--- config.mk ---
export PLATFORM = sky130hd
export DESIGN_NAME = sva_cordic_stage
export DESIGN_NICKNAME = d
export VERILOG_FILES = /design/src/rtl/sva_pkg.sv /design/src/rtl/sva_cordic_stage.sv
export SDC_FILE = /design/constraint.sdc
export NUM_CORES = 1
export LEC_CHECK = 0
export BUFFER_PORTS_ARGS = -buffer_cell sky130_fd_sc_hd__buf_2
export CORE_MARGIN = 2
export CORE_UTILIZATION = 40
export CTS_CLUSTER_SIZE = 10
export DETAILED_ROUTE_END_ITERATION = 12
export RECOVER_POWER = 50
export SYNTH_ARGS = -nofsm -noshare
export SYNTH_HDL_FRONTEND = slang
export SYNTH_SLANG_ARGS = --single-unit
--- constraint.sdc ---
create_clock -name i_clk -period 3.95 [get_ports i_clk]
set_input_delay 0.395 -clock i_clk [delete_from_list [all_inputs] [get_ports i_clk]]
set_output_delay 0.395 -clock i_clk [all_outputs]
set_load 0.05 [all_outputs]
--- src/rtl/sva_pkg.sv ---
// ----------------------------------------------------------------------------
// sva_pkg: shared constants for the signed vector angle block
// Holds the default coordinate width and the CORDIC step count, zero-vector
// angles and the rotation table.
// ----------------------------------------------------------------------------
package sva_pkg;

    localparam int COORD_WIDTH_DEF = 16;
    localparam int CORDIC_STEPS    = 20;
    localparam int ZFRAC           = 8;
    localparam int ANGLE_WIDTH     = 15;
    localparam int RIGHT_ANGLE     = 5760;
    localparam int STRAIGHT_ANGLE  = 11520;

    // Rotation angle of each CORDIC step, atan(2^-i) in 1/16384 degree.
    function automatic logic [19:0] rot_angle(input logic [4:0] idx);
        logic [19:0] r;
        begin
            unique case (idx)
                5'd0:    r = 20'd737280;
                5'd1:    r = 20'd435242;
                5'd2:    r = 20'd229970;
                5'd3:    r = 20'd116736;
                5'd4:    r = 20'd58595;
                5'd5:    r = 20'd29326;
                5'd6:    r = 20'd14667;
                5'd7:    r = 20'd7334;
                5'd8:    r = 20'd3667;
                5'd9:    r = 20'd1833;
                5'd10:   r = 20'd917;
                5'd11:   r = 20'd458;
                5'd12:   r = 20'd229;
                5'd13:   r = 20'd115;
                5'd14:   r = 20'd57;
                5'd15:   r = 20'd29;
                5'd16:   r = 20'd14;
                5'd17:   r = 20'd7;
                5'd18:   r = 20'd4;
                5'd19:   r = 20'd2;
                default: r = 20'd0;
            endcase
            return r;
        end
    endfunction

endpackage

--- src/rtl/sva_cordic_stage.sv ---
// ----------------------------------------------------------------------------
// sva_cordic_stage: one registered CORDIC vectoring step
// Rotates (x, y) by the fixed step angle toward the x axis and accumulates
// the angle.
// ----------------------------------------------------------------------------
module sva_cordic_stage #(
    parameter int STEP = 0,
    parameter int XW   = 50
) (
    input  logic                 i_clk,
    input  logic                 i_en,
    input  logic signed [XW-1:0] i_x,
    input  logic signed [XW-1:0] i_y,
    input  logic signed [23:0]   i_z,
    output logic signed [XW-1:0] o_x,
    output logic signed [XW-1:0] o_y,
    output logic signed [23:0]   o_z
);

    logic signed [XW-1:0] n_x, n_y;
    logic signed [23:0]   n_z;
    logic signed [23:0]   rot;

    // Arithmetic shifts floor; the step direction follows the sign of y.
    always_comb begin
        rot = $signed({4'd0, sva_pkg::rot_angle(5'(STEP))});
        if (i_y > 0) begin
            n_x = i_x + (i_y >>> STEP);
            n_y = i_y - (i_x >>> STEP);
            n_z = i_z + rot;
        end else begin
            n_x = i_x - (i_y >>> STEP);
            n_y = i_y + (i_x >>> STEP);
            n_z = i_z - rot;
        end
    end

    always_ff @(posedge i_clk) begin
        if (i_en) begin
            o_x <= n_x;
            o_y <= n_y;
            o_z <= n_z;
        end
    end

endmodule

==> run_results.csv <==
group,metric,value,unit
setup_path,critPathTopFamily,"compound AO/OA/AOI/OAI gates",
grt,grt_max_degree,87,
power_and_ir_drop,peakVddDrop,0.317,mV
timing,setup_viol,0,
routing,top_layer,"met4",
layout,area_growth,21.7,%
flow_run,cap_violations,1,
grt,grt_pass1_wl,74300,um
timing,fin_crit_sh,88.0,%
cts,cts.sinks,123,
place,dp_hpwl,40000,um
setup_path,start_kind,"primary input",
setup_path,max_stage_delay,0.42,ns
routing,wl_met3,4440,um
routing,post_drt_wl_per_cell,21.0,um
die,rows,66,
place,globalplace.congestion,0.982,
synth,synthCells,1598,
setup_path,cp_slowest_cell,"o41a_1",
power_and_ir_drop,p_leak,7.12,nW
cts,cts_resized,0,
timing,fmax,0.288,GHz
synth,synthTopCellsByCount,"202 x a21oi_1, 157 x inv_1, 155 x ha_1",
synth,synth_area_leader_cell,"edfxtp_1",
timing,slew_headroom,-52.3,%
timing,finalSetupTns,0,ns
grt,gr-usage-all-layers,28.5,%
grt,overflow,0,
cts,tritoncts,"yes",
place,port_buffers,249,
timing,slew_viol_final,86,
routing,num_vias,13472,
routing,met2WireLength,21000,um
setup_path,cp-end-kind,"register",
worst_hold_path,min_from,"i_z[4]",
setup_path,crit_required,4.14,ns
cts,numCtsBuffers,17,
cts,cts_htree_levels,4,
setup_path,crit_chain,"buf_2, inv_1, ha_1, nand2b_4, a2111oi_4, nor3b_1, buf_4, o41a_1, a211o_1, o21a_1, or2_4, o311ai_4, mux2i_1, xnor2_1",
die,die_y,186,um
synth,synth_most_common_cell,"a21oi_1",
layout,drive_gt1_share,17.0,%
timing,worst_slew_pin_slew,2.28,ns
status,violations,"max-capacitance violations, max-slew violations",
cts,clkSlewWorstSetupHoldPaths,0.06,ns
synth,async_flop_share,0,%
die,core,0.0325,mm^2
layout,nNetsFinal,2191,
setup_path,path_buf_inv,3,
synth,yosysUniqueCellTypes,75,
cts,cts_buffer_depth,2,
die,die-area,0.0344,mm^2
synth,ys.flop_type,"edfxtp_1",
timing,fin_crit,3.47,ns
routing,via_per_inst,5.70,
grt,grt_pass1_vias,12731,
routing,routed_wl,49700,um
routing,drt_iter0_markers,1495,
synth,synth-seq-cells,123,
synth,synth.avg_cell_area,8.25,um^2
die,num_io_pins,250,
timing,rsz0062_at_grt,"no",
timing,whs,0.117,ns
setup_path,critPathKind,"in -> reg",
synth,synth_edf_count,123,
timing,hold_viol,0,
synth,yosys-top-cells-area,"edfxtp_1 28%, ha_1 15%, a21oi_1 7.7%",
power_and_ir_drop,powerDensity,391,mW/mm^2
setup_path,crit_fanout,7,
cts,hold_buffers,0,
status,status,"finished, violations left",
cts,root_buffer,"clkbuf_16",
setup_path,crit_start,"i_x[2]",
routing,wl_met1,23000,um
grt,antenna_found_initial,3,
die,die_w,186,um
synth,synth_top_area_share,28.0,%
setup_path,critPathArrivalTime,3.67,ns
synth,synth_area,0.0132,mm^2
routing,ant_nets,0,
routing,remaining_drc_errors,0,
synth,yosys_warnings,0,
worst_hold_path,hp-class,"in -> reg",
die,initial_core_util,40.5,%
cts,post_cts_buffers,0,
routing,firstDrtPassIters,5,
synth,synth_fp_nets,1883,
synth,yosysSeqAreaShare,28.0,%
==> metal layers <==
metal | global-route usage (%) | up-vias
met5 | 0 | -
met4 | 9.42 | 0
met1 | 41.6 | 6337
met2 | 42.5 | 684
met3 | 4.68 | 76
li1 | - | 6375
==> metrics by stage <==
| stage | utilization, % | worst slack (ns) | instances | cell area (um^2) | power [mW] |
|---|---|---|---|---|---|
| after floorplan | - | 0.171 | 1598 | 13200 | 3.73 |
| final | 49.3 | 0.476 | 2365 | 16000 | 6.28 |
| after CTS | 49.6 | 0.498 | 2361 | 16200 | 6.30 |
| after detailed placement | 47.8 | 0.0729 | 2329 | 15500 | 4.63 |
| after global routing | 49.3 | 0.224 | 2364 | 16000 | 6.56 |
| after global placement | 47.8 | 0.0684 | 2329 | 15500 | 4.62 |
==> area by class of cell <==
type	count	area, um^2
Inverter	166	623
Fill cell	3303	16500
Tap cell	442	553
Multi-Input combinational cell	1241	8610
Clock inverter	13	169
Clock buffer	19	433
Timing Repair Buffer	357	1960
Antenna cell	4	10.0
Sequential cell	123	3690
==> state kept, by name (all words and copies together) (netlist names) <==
name / flops
o_y: 49
o_z: 24
o_x: 50
==> where the power goes <==
| group | switching (mW) | total [mW] | internal (mW) |
|---|---|---|---|
| Clock | 0.663 | 1.66 | 0.995 |
| Combinational | 1.99 | 2.83 | 0.842 |
| Sequential | 0.0644 | 1.79 | 1.72 |
| Total | 2.72 | 6.28 | 3.56 |
==> path summary, 6_finish.rpt <==
| check | depth (start not counted) | slack (ns) | endpoint |
|---|---|---|---|
| max | 14 | 0.48 | o_y[34] |
| min | 1 | 0.12 | o_z[4] |
==> logic make-up after synthesis <==
group | count (synthesis) | share of synthesized area [%]
XOR/XNOR | 105 | 6.97
AND/OR/NAND/NOR | 411 | 14.7
AO/OA/AOI/OAI | 549 | 26.9
flip-flops | 123 | 28.0
buffers and inverters | 234 | 6.73
adder cells (fa/ha/maj) | 159 | 15.3
multiplexers | 17 | 1.29
==> layout by cell type (no fill, tap or decap), types with 12 or more instances in the layout <==
cell,netlist,final
nor4_1,20,20
nor2_1,148,148
o31ai_1,14,14
o21bai_1,54,54
nor2b_1,15,15
xnor2_1,95,95
nor3_1,36,36
o211ai_1,14,14
clkbuf_1,52,90
buf_2,1,160
a211oi_1,12,12
a31oi_1,12,12
clkbuf_16,0,17
edfxtp_1,123,123
nand4_1,19,19
mux2i_1,17,17
a21oi_1,202,202
o21ai_0,92,92
buf_4,2,107
a221oi_1,13,13
a21o_1,45,45
nand3_1,28,28
ha_1,155,155
inv_1,157,156
nand2_1,86,86
No activity file was read; power rests on OpenSTA's default activity.
